File: config.mk
export PLATFORM = sky130hd
export DESIGN_NAME = syllable_spelling_check_top_flat
export DESIGN_NICKNAME = d
export VERILOG_FILES = /design/src/rtl/core/ssc_pkg.sv /design/src/rtl/core/ssc_stream_if.sv /design/src/rtl/core/ssc_match.sv /design/src/rtl/core/ssc_cross.sv /design/src/rtl/core/syllable_spelling_check_top.sv /design/src/flat_wrapper.sv
export VERILOG_INCLUDE_DIRS = /design/src /design/src/rtl/core
export SDC_FILE = /design/constraint.sdc
export NUM_CORES = 1
export LEC_CHECK = 0
export CAP_MARGIN = 20
export CORE_ASPECT_RATIO = 0.8
export CORE_MARGIN = 2
export CORE_UTILIZATION = 49
export DETAILED_ROUTE_END_ITERATION = 10
export DONT_BUFFER_PORTS = 1
export MAX_ROUTING_LAYER = met4
export PLACE_DENSITY_LB_ADDON = 0.08
export SKIP_CTS_REPAIR_TIMING = 1
export SYNTH_ARGS = -nofsm -noshare
export SYNTH_HDL_FRONTEND = slang
export SYNTH_HIERARCHICAL = 1
export SYNTH_SLANG_ARGS = --single-unit
File: constraint.sdc
create_clock -name clk -period 5.75 [get_ports clk]
set_input_delay 0.2875 -clock clk [delete_from_list [all_inputs] [get_ports clk]]
set_output_delay 0.2875 -clock clk [all_outputs]
set_load 0.02 [all_outputs]
File: src/rtl/core/syllable_spelling_check_top_assert.svh
// Assertion macros for the syllable spelling checker.
`ifndef SYLLABLE_SPELLING_CHECK_TOP_ASSERT_SVH
`define SYLLABLE_SPELLING_CHECK_TOP_ASSERT_SVH

// check a property on the rising clock edge, disabled in reset
`define SSC_ASSERT(label, prop, msg) \
  label: assert property (@(posedge clk) disable iff (rst) (prop)) else $error(msg);

// check a property on the rising clock edge, live in reset too
`define SSC_ASSERT_ALWAYS(label, prop, msg) \
  label: assert property (@(posedge clk) (prop)) else $error(msg);

`endif

File: src/rtl/core/ssc_pkg.sv
// ----------------------------------------------------------------------------
// ssc_pkg
// Types, letter codes and group tables for the syllable spelling checker.
// ----------------------------------------------------------------------------
package ssc_pkg;

  localparam int unsigned CpW = 21;
  typedef logic [CpW-1:0] cp_t;
  typedef logic [7:0]     grp_set_t;

  localparam cp_t CP_DD = 21'h111;
  localparam cp_t CP_EC = 21'h0EA;
  localparam cp_t CP_AC = 21'h0E2;
  localparam cp_t CP_AB = 21'h103;
  localparam cp_t CP_OC = 21'h0F4;
  localparam cp_t CP_OH = 21'h1A1;
  localparam cp_t CP_UH = 21'h1B0;

  typedef struct packed {
    logic [2:0] grp;
    logic [1:0] len;
    cp_t        c0;
    cp_t        c1;
    cp_t        c2;
  } rom_entry_t;

  typedef struct packed {
    cp_t        c0;
    cp_t        c1;
    cp_t        c2;
    logic [2:0] len;
  } part_t;

  typedef struct packed {
    part_t    first;
    part_t    vowel;
    part_t    fin;
    logic     whole;
  } item_t;

  typedef struct packed {
    grp_set_t fs;
    grp_set_t vs;
    grp_set_t ls;
    logic     f_bad;
    logic     v_bad;
    logic     l_bad;
  } sets_t;

  function automatic rom_entry_t ent(input logic [2:0] g, input logic [1:0] l,
                                     input cp_t a, input cp_t b, input cp_t c);
    rom_entry_t e;
    e.grp = g; e.len = l; e.c0 = a; e.c1 = b; e.c2 = c;
    return e;
  endfunction

  localparam int unsigned NInit  = 33;
  localparam int unsigned NVowel = 59;
  localparam int unsigned NFinal = 10;

  function automatic cp_t ch(input byte b);
    return cp_t'(b);
  endfunction

  function automatic rom_entry_t init_rom(input int i);
    rom_entry_t e;
    case (i)
      0: e = ent(0,1,ch("b"),0,0);  1: e = ent(0,1,ch("d"),0,0);
      2: e = ent(0,1,CP_DD,0,0);    3: e = ent(0,1,ch("g"),0,0);
      4: e = ent(0,2,ch("g"),ch("h"),0); 5: e = ent(0,1,ch("m"),0,0);
      6: e = ent(0,1,ch("n"),0,0);  7: e = ent(0,2,ch("n"),ch("h"),0);
      8: e = ent(0,1,ch("p"),0,0);  9: e = ent(0,2,ch("p"),ch("h"),0);
      10: e = ent(0,1,ch("r"),0,0); 11: e = ent(0,1,ch("s"),0,0);
      12: e = ent(0,1,ch("t"),0,0); 13: e = ent(0,2,ch("t"),ch("r"),0);
      14: e = ent(0,1,ch("v"),0,0); 15: e = ent(0,1,ch("z"),0,0);
      16: e = ent(1,1,ch("c"),0,0); 17: e = ent(1,1,ch("h"),0,0);
      18: e = ent(1,1,ch("k"),0,0); 19: e = ent(1,2,ch("k"),ch("h"),0);
      20: e = ent(1,2,ch("k"),ch("r"),0); 21: e = ent(1,2,ch("q"),ch("u"),0);
      22: e = ent(1,2,ch("t"),ch("h"),0);
      23: e = ent(2,2,ch("c"),ch("h"),0); 24: e = ent(2,2,ch("g"),ch("i"),0);
      25: e = ent(2,1,ch("l"),0,0); 26: e = ent(2,2,ch("n"),ch("g"),0);
      27: e = ent(2,3,ch("n"),ch("g"),ch("h")); 28: e = ent(2,1,ch("x"),0,0);
      29: e = ent(3,1,ch("b"),0,0); 30: e = ent(3,1,CP_DD,0,0);
      31: e = ent(3,1,ch("l"),0,0);
      default: e = ent(4,1,ch("h"),0,0);
    endcase
    return e;
  endfunction

  function automatic rom_entry_t vowel_rom(input int i);
    rom_entry_t e;
    case (i)
      0: e = ent(0,1,CP_EC,0,0); 1: e = ent(0,1,ch("i"),0,0);
      2: e = ent(0,2,ch("u"),ch("a"),0); 3: e = ent(0,2,ch("u"),CP_EC,0);
      4: e = ent(0,2,ch("u"),ch("y"),0); 5: e = ent(0,1,ch("y"),0,0);
      6: e = ent(1,1,ch("a"),0,0); 7: e = ent(1,2,ch("i"),CP_EC,0);
      8: e = ent(1,2,ch("o"),ch("a"),0); 9: e = ent(1,3,ch("u"),ch("y"),CP_EC);
      10: e = ent(1,2,ch("y"),CP_EC,0);
      11: e = ent(2,1,CP_AC,0,0); 12: e = ent(2,1,CP_AB,0,0);
      13: e = ent(2,1,ch("e"),0,0); 14: e = ent(2,1,ch("o"),0,0);
      15: e = ent(2,2,ch("o"),ch("o"),0); 16: e = ent(2,1,CP_OC,0,0);
      17: e = ent(2,1,CP_OH,0,0); 18: e = ent(2,2,ch("o"),ch("e"),0);
      19: e = ent(2,1,ch("u"),0,0); 20: e = ent(2,1,CP_UH,0,0);
      21: e = ent(2,2,ch("u"),CP_AC,0); 22: e = ent(2,2,ch("u"),CP_OC,0);
      23: e = ent(2,2,CP_UH,CP_OH,0);
      24: e = ent(3,2,ch("o"),CP_AB,0);
      25: e = ent(4,2,ch("u"),CP_OH,0);
      26: e = ent(5,2,ch("a"),ch("i"),0); 27: e = ent(5,2,ch("a"),ch("o"),0);
      28: e = ent(5,2,ch("a"),ch("u"),0); 29: e = ent(5,2,CP_AC,ch("u"),0);
      30: e = ent(5,2,ch("a"),ch("y"),0); 31: e = ent(5,2,CP_AC,ch("y"),0);
      32: e = ent(5,2,ch("e"),ch("o"),0); 33: e = ent(5,2,CP_EC,ch("u"),0);
      34: e = ent(5,2,ch("i"),ch("a"),0); 35: e = ent(5,3,ch("i"),CP_EC,ch("u"));
      36: e = ent(5,2,ch("i"),ch("u"),0); 37: e = ent(5,3,ch("o"),ch("a"),ch("i"));
      38: e = ent(5,3,ch("o"),ch("a"),ch("o")); 39: e = ent(5,3,ch("o"),ch("a"),ch("y"));
      40: e = ent(5,3,ch("o"),ch("e"),ch("o")); 41: e = ent(5,2,ch("o"),ch("i"),0);
      42: e = ent(5,2,CP_OC,ch("i"),0); 43: e = ent(5,2,CP_OH,ch("i"),0);
      44: e = ent(5,2,CP_UH,ch("a"),0); 45: e = ent(5,3,ch("u"),CP_AC,ch("y"));
      46: e = ent(5,2,ch("u"),ch("i"),0); 47: e = ent(5,2,CP_UH,ch("i"),0);
      48: e = ent(5,3,ch("u"),CP_OC,ch("i")); 49: e = ent(5,3,CP_UH,CP_OH,ch("i"));
      50: e = ent(5,3,CP_UH,CP_OH,ch("u")); 51: e = ent(5,2,CP_UH,ch("u"),0);
      52: e = ent(5,3,ch("u"),ch("y"),ch("a")); 53: e = ent(5,3,ch("u"),ch("y"),ch("u"));
      54: e = ent(5,3,ch("u"),CP_EC,ch("u")); 55: e = ent(5,3,ch("y"),CP_EC,ch("u"));
      56: e = ent(6,1,CP_AB,0,0); 57: e = ent(6,1,ch("u"),0,0);
      default: e = ent(7,1,ch("i"),0,0);
    endcase
    return e;
  endfunction

  function automatic rom_entry_t final_rom(input int i);
    rom_entry_t e;
    case (i)
      0: e = ent(0,2,ch("c"),ch("h"),0); 1: e = ent(0,2,ch("n"),ch("h"),0);
      2: e = ent(1,1,ch("c"),0,0);       3: e = ent(1,2,ch("n"),ch("g"),0);
      4: e = ent(2,1,ch("m"),0,0);       5: e = ent(2,1,ch("n"),0,0);
      6: e = ent(2,1,ch("p"),0,0);       7: e = ent(2,1,ch("t"),0,0);
      8: e = ent(3,1,ch("k"),0,0);
      default: e = ent(4,1,ch("c"),0,0);
    endcase
    return e;
  endfunction

  function automatic cp_t base_letter(input cp_t c);
    cp_t r;
    case (c)
      CP_AC, CP_AB: r = ch("a");
      CP_EC:        r = ch("e");
      CP_OC, CP_OH: r = ch("o");
      CP_UH:        r = ch("u");
      CP_DD:        r = ch("d");
      default:      r = c;
    endcase
    return r;
  endfunction

  function automatic logic ch_eq(input cp_t ic, input cp_t rc, input logic loose);
    return (ic == rc) || (loose && (base_letter(rc) == ic));
  endfunction

  function automatic logic ent_match(input rom_entry_t e, input part_t p,
                                     input logic whole, input logic loose);
    logic [2:0] el;
    logic       ok;
    el = {1'b0, e.len};
    ok = !(el < p.len) && !(whole && (el > p.len));
    if (p.len > 3'd0 && !ch_eq(p.c0, e.c0, loose)) ok = 1'b0;
    if (p.len > 3'd1 && !ch_eq(p.c1, e.c1, loose)) ok = 1'b0;
    if (p.len > 3'd2 && !ch_eq(p.c2, e.c2, loose)) ok = 1'b0;
    return ok;
  endfunction

  localparam logic [7:0] CvRom [5] = '{8'h27, 8'h3F, 8'h2F, 8'h40, 8'h80};
  localparam logic [7:0] VcRom [8] = '{8'h05, 8'h07, 8'h06, 8'h06,
                                       8'h00, 8'h00, 8'h08, 8'h10};

endpackage

File: src/rtl/core/ssc_stream_if.sv
// ----------------------------------------------------------------------------
// ssc_stream_if
// Valid/ready channel carrying one payload beat.
// ----------------------------------------------------------------------------
interface ssc_stream_if #(
  parameter type payload_t = logic
);
  logic     valid;
  logic     ready;
  payload_t data;

  modport source (output valid, output data, input ready);
  modport sink   (input valid, input data, output ready);
endinterface

File: src/rtl/core/ssc_match.sv
// ----------------------------------------------------------------------------
// ssc_match
// Matches the three parts of one syllable against the group tables.
// ----------------------------------------------------------------------------
module ssc_match
  import ssc_pkg::*;
(
  input  item_t item,
  output sets_t sets
);
  logic f_whole, v_whole, l_whole;
  grp_set_t fs, vs, ls;
  part_t fin;
  rom_entry_t e;

  // final length is two bits wide
  assign fin = {item.fin.c0, item.fin.c1, item.fin.c2, 1'b0, item.fin.len[1:0]};

  assign f_whole = item.whole || (item.vowel.len != 3'd0);
  assign v_whole = item.whole || (fin.len != 3'd0);
  assign l_whole = item.whole;

  always_comb begin
    fs = '0;
    vs = '0;
    ls = '0;
    e  = '0;
    for (int i = 0; i < NInit; i++) begin
      e = init_rom(i);
      if (ent_match(e, item.first, f_whole, 1'b0)) fs[e.grp] = 1'b1;
    end
    for (int i = 0; i < NVowel; i++) begin
      e = vowel_rom(i);
      if (ent_match(e, item.vowel, v_whole, !item.whole)) vs[e.grp] = 1'b1;
    end
    for (int i = 0; i < NFinal; i++) begin
      e = final_rom(i);
      if (ent_match(e, fin, l_whole, 1'b0)) ls[e.grp] = 1'b1;
    end
  end

  assign sets.fs    = (item.first.len != 3'd0) ? fs : '0;
  assign sets.vs    = (item.vowel.len != 3'd0) ? vs : '0;
  assign sets.ls    = (fin.len != 3'd0) ? ls : '0;
  assign sets.f_bad = (item.first.len != 3'd0) && (fs == '0);
  assign sets.v_bad = (item.vowel.len != 3'd0) && (vs == '0);
  assign sets.l_bad = (fin.len != 3'd0) && (ls == '0);
endmodule

File: src/rtl/core/ssc_cross.sv
// ----------------------------------------------------------------------------
// ssc_cross
// Cross-checks the group sets through the pairing tables.
// ----------------------------------------------------------------------------
module ssc_cross
  import ssc_pkg::*;
(
  input  sets_t sets,
  output logic  ok
);
  logic [7:0] cv_allow, vc_allow;
  logic       cv;

  always_comb begin
    cv_allow = '0;
    vc_allow = '0;
    for (int i = 0; i < 5; i++) if (sets.fs[i]) cv_allow = cv_allow | CvRom[i];
    for (int i = 0; i < 8; i++) if (sets.vs[i]) vc_allow = vc_allow | VcRom[i];
    cv = (cv_allow & sets.vs) != '0;
    if (sets.f_bad || sets.v_bad || sets.l_bad) ok = 1'b0;
    else if (sets.vs == '0) ok = sets.fs != '0;
    else if (sets.fs != '0 && (!cv || sets.ls == '0)) ok = cv;
    else if (sets.ls != '0) ok = (vc_allow & sets.ls) != '0;
    else ok = 1'b1;
  end
endmodule

File: src/rtl/core/syllable_spelling_check_top.sv
// ----------------------------------------------------------------------------
// syllable_spelling_check_top
// Checks initial, vowel and final parts of a syllable against the spelling
// tables; one verdict beat per input beat.
// ----------------------------------------------------------------------------
//  channel   dir  payload
//  in_ch     in   item_t (three parts with lengths, whole flag)
//  out_ch    out  valid_res
//
//  One beat a cycle unless out_ch stalls. Input register, table match,
//  cross-check, result register. Stalls on out_ch back up through the two
//  registers; a stage takes a new beat when it is empty or the one ahead of
//  it moves on. Reset empties both stages.
module syllable_spelling_check_top
  import ssc_pkg::*;
(
  input logic         clk,
  input logic         rst,
  ssc_stream_if.sink   in_ch,
  ssc_stream_if.source out_ch
);
`include "syllable_spelling_check_top_assert.svh"

  item_t item;
  logic  item_vld;
  logic  res;
  logic  res_vld;
  sets_t sets;
  logic  ok;
  logic  res_take, item_take;

  assign res_take  = !res_vld || out_ch.ready;
  assign item_take = !item_vld || res_take;
  assign in_ch.ready = item_take;

  always_ff @(posedge clk) begin
    if (rst) begin
      item_vld <= 1'b0;
      res_vld  <= 1'b0;
    end else begin
      if (item_take) item_vld <= in_ch.valid;
      if (res_take)  res_vld  <= item_vld;
    end
    if (item_take && in_ch.valid) item <= in_ch.data;
    if (res_take && item_vld)     res  <= ok;
  end

  ssc_match u_match (.item(item), .sets(sets));
  ssc_cross u_cross (.sets(sets), .ok(ok));

  assign out_ch.valid = res_vld;
  assign out_ch.data  = res;

  `SSC_ASSERT(a_hold, res_vld && !out_ch.ready |=> res_vld && $stable(res), "result dropped")
  `SSC_ASSERT(a_flow, in_ch.valid && in_ch.ready |=> item_vld, "beat lost in input stage")
  `SSC_ASSERT_ALWAYS(a_rst, rst |=> !res_vld && !item_vld, "reset left beats")
endmodule

File: src/flat_wrapper.sv
// flat-port wrapper written by rule: the top's interface ports become plain ports
module syllable_spelling_check_top_flat import ssc_pkg::*;
  (clk, rst, in_ch_valid, in_ch_data, in_ch_ready, out_ch_valid, out_ch_data, out_ch_ready);
  ssc_stream_if #(.payload_t(item_t)) in_ch_i ();
  ssc_stream_if #(.payload_t(logic)) out_ch_i ();
  input logic clk;
  input logic rst;
  input wire logic [$bits(in_ch_i.valid)-1:0] in_ch_valid;
  input wire logic [$bits(in_ch_i.data)-1:0] in_ch_data;
  output wire logic [$bits(in_ch_i.ready)-1:0] in_ch_ready;
  output wire logic [$bits(out_ch_i.valid)-1:0] out_ch_valid;
  output wire logic [$bits(out_ch_i.data)-1:0] out_ch_data;
  input wire logic [$bits(out_ch_i.ready)-1:0] out_ch_ready;
  assign in_ch_i.valid = in_ch_valid;
  assign in_ch_i.data = in_ch_data;
  assign in_ch_ready = in_ch_i.ready;
  assign out_ch_valid = out_ch_i.valid;
  assign out_ch_data = out_ch_i.data;
  assign out_ch_i.ready = out_ch_ready;
  syllable_spelling_check_top u_core (.clk(clk), .rst(rst), .in_ch(in_ch_i), .out_ch(out_ch_i));
endmodule
==> results.sh, run 1 <==
export IMPL_die_height_um=118
export IMPL_io_buffers=0
export IMPL_status="aborted with a tool error"
export IMPL_dpl_hpwl_mm=11.7
export IMPL_syn_area_um2=7920
export IMPL_h_tree_depth=4
export IMPL_io_pins=206
export IMPL_grt_max_degree=134
export IMPL_syn_inst=594
export IMPL_stop_error="[ERROR RSZ-0060] Max buffer count reached."
export IMPL_yosysWarnings=6
export IMPL_die_w_um=146
export IMPL_place_gp_congestion=0.861
export IMPL_cts_inserted_buffers=17
export IMPL_cts_path_max_buffers=2
export IMPL_rows=41
export IMPL_haltStage="global routing (5_1_grt)"
export IMPL_syn_avg_cell_area_um2=13.3
export IMPL_root_buffer="clkbuf_16"
export IMPL_start_util_pct=50.2
-- per-stage QoR --
step	instance area (µm²)	hold WS (ns)	worst slack (ns)	utilization (%)	cells
after floorplan	7940	0.350	2.56	-	599
after global placement	8120	0.351	2.06	51.4	795
after detailed placement	8120	0.354	2.00	51.4	795
after CTS	8730	-0.118	1.95	55.2	827
==> inputs of run 2 (changes only) <==
--- a/config.mk
+++ b/config.mk
@@ -7,13 +7,11 @@
 export NUM_CORES = 1
 export LEC_CHECK = 0
 export CAP_MARGIN = 20
-export CORE_ASPECT_RATIO = 0.8
 export CORE_MARGIN = 2
-export CORE_UTILIZATION = 49
+export CORE_UTILIZATION = 34
 export DETAILED_ROUTE_END_ITERATION = 10
 export DONT_BUFFER_PORTS = 1
-export MAX_ROUTING_LAYER = met4
-export PLACE_DENSITY_LB_ADDON = 0.08
+export PLACE_DENSITY_LB_ADDON = 0.15
 export SKIP_CTS_REPAIR_TIMING = 1
 export SYNTH_ARGS = -nofsm -noshare
 export SYNTH_HDL_FRONTEND = slang
==> results.sh, run 2 <==
export IMPL_cts_path_max_buffers=2
export IMPL_max_freq_mhz=263
export IMPL_core_area_um2=22800
export IMPL_vias_per_cell=5.18
export IMPL_postLayoutCellArea_um2=10700
export IMPL_finalCritPeriodShare_pct=66.1
export IMPL_grt_pass1_wl_mm=27.3
export IMPL_relSlewSlack_pct=39.2
export IMPL_final_common_cell="dlygate4sd3_1"
export IMPL_drt_pass1_iterations=5
export IMPL_endpoint_kind="flip-flop"
export IMPL_crit_required_ns=6.01
export IMPL_diodes=0
export IMPL_finalHoldViolations=0
export IMPL_drt_total_wl_mm=19.0
export IMPL_path_clk_slew_ns=0.07
export IMPL_largest_register="u_core/item"
export IMPL_tightest_slew_ns=0.903
export IMPL_drtAntennaViolNets=0
export IMPL_post_route_drc_count=0
export IMPL_start_util_pct=34.8
export IMPL_clk_latency_ns=0.43
export IMPL_cpMostUsedCell="nor4_1"
export IMPL_syn_inst=594
export IMPL_h_tree_depth=4
export IMPL_slowest_stage="nor4_1"
export IMPL_cts_tree="done"
export IMPL_arrival_ns=4.07
export IMPL_ff2ff_setup_slack_ns=1.95
export IMPL_mostFrequentLayoutCells="179 x dlygate4sd3_1, 178 x edfxtp_1, 55 x nor2_1, 35 x nor3_1, 28 x nand2_1"
export IMPL_syn_avg_cell_area_um2=13.3
export IMPL_clock_sinks=180
export IMPL_hold_depth=2
export IMPL_reg2reg_to="u_core/out_ch.data"
export IMPL_setup_viol=0
export IMPL_dpl_hpwl_mm=12.9
export IMPL_leakagePower_nw=3.53
export IMPL_maxSlewViolCount=0
export IMPL_status="completed"
export IMPL_grt_max_degree=90
export IMPL_r2r_cells=11
export IMPL_power_density_nw_per_um2=277
export IMPL_min_path_type="input pin to flip-flop"
export IMPL_placed_cell_area_um2=8240
export IMPL_maxCapViolations=0
export IMPL_start_kind="flip-flop"
export IMPL_gr_usage_all_layers_pct=14.6
export IMPL_die_w_um=157
export IMPL_r2r_start="u_core/item[107]"
export IMPL_first_iter_violations=445
export IMPL_endpoint="u_core/out_ch.data"
export IMPL_die_area_um2=24500
export IMPL_avgRoutedWirePerCell_um=17.2
export IMPL_fin_worst_skew_ns=0.0106
export IMPL_rsz0062_at_grt="false"
export IMPL_largest_reg_flops=177
export IMPL_die_height_um=157
export IMPL_yosysWarnings=6
export IMPL_fin_tns_setup_ns=0
export IMPL_finalPower_mw=2.96
export IMPL_io_buffers=0
export IMPL_syn_area_um2=7920
export IMPL_cts_inserted_buffers=17
export IMPL_root_buffer="clkbuf_16"
export IMPL_critPathMaxStageDelay_ns=0.80
export IMPL_crit_buf_inv=0
export IMPL_grt_overflow_total=0
export IMPL_critPathLaunch="u_core/item[107]"
export IMPL_first_global_vias=5111
export IMPL_vias=5736
export IMPL_fin_nets=984
export IMPL_min_period_ns=3.80
export IMPL_critical_path_depth=11
export IMPL_place_gp_congestion=0.890
export IMPL_antenna_found_initial=0
export IMPL_max_vdd_ir_drop_uv=169
export IMPL_path_delay_family="simple AND/OR/NAND/NOR gates"
export IMPL_rows=55
export IMPL_path_cells="nor4_1 > nand3_1 > nor4_1 > a21oi_1 > o31ai_1 > a221oi_1 > nor2_1 > nor3_1 > o2bb2ai_1 > and4_1 > o22ai_2"
export IMPL_cp_max_fo=6
export IMPL_io_pins=206
export IMPL_fin_cells=1107
export IMPL_area_delta_synth_final_pct=34.9
export IMPL_drive_gt1_share_pct=8.44
export IMPL_crit_type="flip-flop to flip-flop"
export IMPL_placedCellCount=894
-- run 2: worst min path at each step --
stage,to,start,slack (ns)
final,u_core/out_ch.valid,out_ch_ready,0.06
after global routing,u_core/out_ch.valid,out_ch_ready,0.05
after CTS,u_core/item_vld,rst,-0.11
after detailed placement,u_core/item_vld,rst,0.35
after global placement,u_core/item_vld,rst,0.35
after floorplan,u_core/item_vld,rst,0.35
-- run 2: worst register-to-register path, cell delays in order, from the launching register on --
cell and delay (ns):
edfxtp_1 0.37, nor4_1 0.80, nand3_1 0.27, nor4_1 0.54, a21oi_1 0.24, o31ai_1 0.34, a221oi_1 0.17, nor2_1 0.24
nor3_1 0.11, o2bb2ai_1 0.14, and4_1 0.21, o22ai_2 0.21
-- run 2: layer usage --
layer	up-vias	global-route usage [%]	routed length, µm
li1	2743	-	-
met1	2770	16.3	7680
met2	200	25.6	9870
met3	23	5.73	1050
met4	0	4.85	420
met5	-	0	0
-- run 2: where the power goes --
| group | total [mW] | switching (mW) | internal (mW) |
|---|---|---|---|
| combinational | 0.224 | 0.0984 | 0.126 |
| sequential | 1.58 | 0.0478 | 1.53 |
| clock | 1.16 | 0.567 | 0.591 |
| total | 2.96 | 0.713 | 2.25 |
-- run 2: area by class of cell --
type / count / area, µm²
clock buffers: 18 / 429
well taps: 313 / 392
inverters: 13 / 48.8
flip-flops and latches: 180 / 5390
fillers: 2017 / 12100
multi-input cells: 386 / 2400
repair buffers: 183 / 1860
clock inverters: 14 / 180
-- run 2: metrics by stage --
step	hold WS, ns	worst slack, ns	utilization [%]
after floorplan	0.350	2.56	-
after global routing	0.0493	1.64	46.9
after CTS	-0.115	1.98	38.8
final	0.0597	1.95	46.9
after global placement	0.351	2.11	36.2
after detailed placement	0.355	2.03	36.2
(Power assumes the default switching activity.)
==> inputs of run 3 (changes only) <==
==> constraint.sdc (replaced) <==
create_clock -name clk -period 3.55 [get_ports clk]
set_input_delay 0.1775 -clock clk [delete_from_list [all_inputs] [get_ports clk]]
set_output_delay 0.1775 -clock clk [all_outputs]
set_load 0.02 [all_outputs]
==> results.sh, run 3 (synthesis results as in run 2) <==
export IMPL_status="completed"
export IMPL_vias=5835
export IMPL_cts_tree="done"
export IMPL_vias_per_cell=5.21
export IMPL_h_tree_depth=4
export IMPL_place_gp_congestion=0.875
export IMPL_drtAntennaViolNets=0
export IMPL_rsz0062_at_grt="true"
export IMPL_finalHoldViolations=0
export IMPL_hold_depth=1
export IMPL_post_route_util_pct=47.4
export IMPL_hold_ws_ns=0.335
export IMPL_io_buffers=0
export IMPL_fin_tns_setup_ns=0
export IMPL_cts_path_max_buffers=2
export IMPL_drt_total_wl_mm=19.8
export IMPL_ff2ff_setup_slack_ns=0.09
export IMPL_setup_viol=0
export IMPL_pwr_share_clk_pct=38.7
export IMPL_swShare_pct=24.0
export IMPL_cp_max_fo=5
export IMPL_fin_nets=997
export IMPL_dpl_hpwl_mm=13.4
export IMPL_postLayoutCellArea_um2=10800
export IMPL_core_area_um2=22800
export IMPL_start_util_pct=34.8
export IMPL_detailedPlace_worstSlack_ns=0.0738
export IMPL_grt_pass1_wl_mm=27.4
export IMPL_largest_reg_flops=177
export IMPL_diodes=0
export IMPL_die_w_um=157
export IMPL_root_buffer="clkbuf_16"
export IMPL_layout_setup_ws_ns=0.0893
export IMPL_min_path_type="input pin to flip-flop"
export IMPL_fin_cells=1119
export IMPL_grt_overflow_total=0
export IMPL_tightest_slew_ns=0.768
export IMPL_crit_type="flip-flop to flip-flop"
export IMPL_r2r_start="u_core/item[125]"
export IMPL_largest_register="u_core/item"
export IMPL_power_density_nw_per_um2=443
export IMPL_path_clk_slew_ns=0.08
export IMPL_combPwrFrac_pct=7.9
export IMPL_pwr_share_seq_pct=53.4
export IMPL_relSlewSlack_pct=47.5
export IMPL_max_vdd_ir_drop_uv=302
export IMPL_p_int_mw=3.63
export IMPL_leakagePower_nw=3.59
export IMPL_first_global_vias=5141
export IMPL_min_from="in_ch_valid"
export IMPL_max_freq_mhz=289
export IMPL_gr_usage_all_layers_pct=14.8
export IMPL_avgRoutedWirePerCell_um=17.7
export IMPL_clk_latency_ns=0.44
export IMPL_final_common_cell="dlygate4sd3_1"
export IMPL_drt_pass1_iterations=6
export IMPL_finalCritPeriodShare_pct=97.5
export IMPL_die_height_um=157
export IMPL_cts_inserted_buffers=17
export IMPL_start_kind="flip-flop"
export IMPL_io_pins=206
export IMPL_placedCellCount=908
export IMPL_netSwitchingPower_mw=1.15
export IMPL_hold_end="u_core/item[138]"
export IMPL_area_delta_synth_final_pct=36.1
export IMPL_clock_sinks=180
export IMPL_maxSlewViolCount=0
export IMPL_maxCapViolations=0
export IMPL_drive_gt1_share_pct=10.3
export IMPL_grt_max_degree=57
export IMPL_reg2reg_to="u_core/out_ch.data"
export IMPL_rows=55
export IMPL_r2r_cells=12
export IMPL_finalPower_mw=4.78
export IMPL_mostFrequentLayoutCells="180 x dlygate4sd3_1, 178 x edfxtp_1, 55 x nor2_1, 34 x nor3_1, 28 x nand2_1"
export IMPL_first_iter_violations=391
export IMPL_min_period_ns=3.46
export IMPL_antenna_found_initial=0
export IMPL_placed_cell_area_um2=8370
export IMPL_arrival_ns=3.75
export IMPL_post_route_drc_count=0
export IMPL_die_area_um2=24500
export IMPL_fillerInstances=2004
export IMPL_crit_required_ns=3.84
export IMPL_fin_worst_skew_ns=0.0191
export IMPL_endpoint_kind="flip-flop"
[run 3: cell count changes in the layout (fill, tap and decap cells not counted), sizes merged]
| cell | change |
|---|---|
| buf | +12 |
| inv | +1 |
| clkinv | -1 |
| dlygate4sd3 | +1 |
| clkbuf | -1 |
[run 3: how the worst max path moves through the flow]
| stage | end | slack, ns | cells past startpoint | from |
|---|---|---|---|---|
| final | u_core/out_ch.data | 0.09 | 12 | u_core/item[125] |
| after global routing | u_core/out_ch.data | -0.04 | 12 | u_core/item[125] |
| after CTS | u_core/out_ch.data | 0.04 | 12 | u_core/item[125] |
| after detailed placement | u_core/out_ch.data | 0.07 | 12 | u_core/item[125] |
| after global placement | u_core/out_ch.data | 0.1 | 12 | u_core/item[125] |
| after floorplan | u_core/out_ch.data | 0.36 | 12 | u_core/item[125] |
[run 3: layer usage]
metal / wire, µm / track usage [%] / vias up
met4: 507 / 6.12 / 0
met2: 10300 / 25.0 / 201
li1: - / - / 2774
met1: 7920 / 16.7 / 2829
met5: 0 / 0 / -
met3: 1080 / 6.04 / 31
[run 3: critical path, stage by stage, from the launching register on]
cell	delay (ns)
edfxtp_1	0.38
or4_4	0.57
or3_4	0.40
or4_4	0.46
a221oi_1	0.28
nor2_1	0.07
o31a_1	0.12
a31o_1	0.28
a31oi_4	0.17
nor3_1	0.09
o2bb2ai_1	0.14
and4_1	0.21
o22ai_2	0.16
[run 3: layout make-up]
class | count | area, µm² | area share, %
Multi-Input combinational cell | 386 | 2430 | 22.5
Inverter | 13 | 48.8 | 0.452
Clock buffer | 17 | 425 | 3.94
Tap cell | 313 | 392 | 3.63
Clock inverter | 14 | 163 | 1.51
Timing Repair Buffer | 196 | 1950 | 18.0
Sequential cell | 180 | 5390 | 49.9
[run 3: power groups by stage]
stage / clock network [mW] / registers (mW) / logic (mW)
floorplan: 0 / 2.57 / 0.170
global placement: 0 / 2.59 / 0.211
detailed placement: 0 / 2.60 / 0.213
finish: 1.85 / 2.55 / 0.380
CTS: 1.90 / 2.55 / 0.214
global route: 1.98 / 2.57 / 0.416
==> inputs of run 4 (changes only) <==
--- a/config.mk
+++ b/config.mk
@@ -8,11 +8,12 @@
 export LEC_CHECK = 0
 export CAP_MARGIN = 20
 export CORE_MARGIN = 2
-export CORE_UTILIZATION = 34
+export CORE_UTILIZATION = 50
 export DETAILED_ROUTE_END_ITERATION = 10
 export DONT_BUFFER_PORTS = 1
 export PLACE_DENSITY_LB_ADDON = 0.15
 export SKIP_CTS_REPAIR_TIMING = 1
+export SKIP_LAST_GASP = 1
 export SYNTH_ARGS = -nofsm -noshare
 export SYNTH_HDL_FRONTEND = slang
 export SYNTH_HIERARCHICAL = 1
==> results.sh, run 4 <==
export IMPL_detailedPlace_worstSlack_ns=-0.0135
export IMPL_h_tree_depth=4
export IMPL_worstEpCategory="register data pin"
export IMPL_io_pins=206
export IMPL_crit_endpoint="u_core/out_ch.data$_DFFE_PP_/D"
export IMPL_dpl_hpwl_mm=12.1
export IMPL_haltStage="global routing (5_1_grt)"
export IMPL_io_buffers=0
export IMPL_root_buffer="clkbuf_16"
export IMPL_yosysWarnings=6
export IMPL_place_gp_congestion=0.901
export IMPL_cts_path_max_buffers=2
export IMPL_grt_max_degree=68
export IMPL_syn_inst=594
export IMPL_placed_cell_area_um2=8200
export IMPL_syn_avg_cell_area_um2=13.3
export IMPL_status="aborted with a tool error"
export IMPL_rows=46
export IMPL_start_util_pct=50.4
export IMPL_die_height_um=130
export IMPL_stop_error="[ERROR RSZ-0060] Max buffer count reached."
export IMPL_cts_inserted_buffers=17
export IMPL_die_w_um=130
export IMPL_syn_area_um2=7920
run 4: through the flow:
stage                     cells  hold slack [ns]
after CTS                   836           -0.219
after global placement      805            0.241
after floorplan             599            0.240
after detailed placement    805            0.247
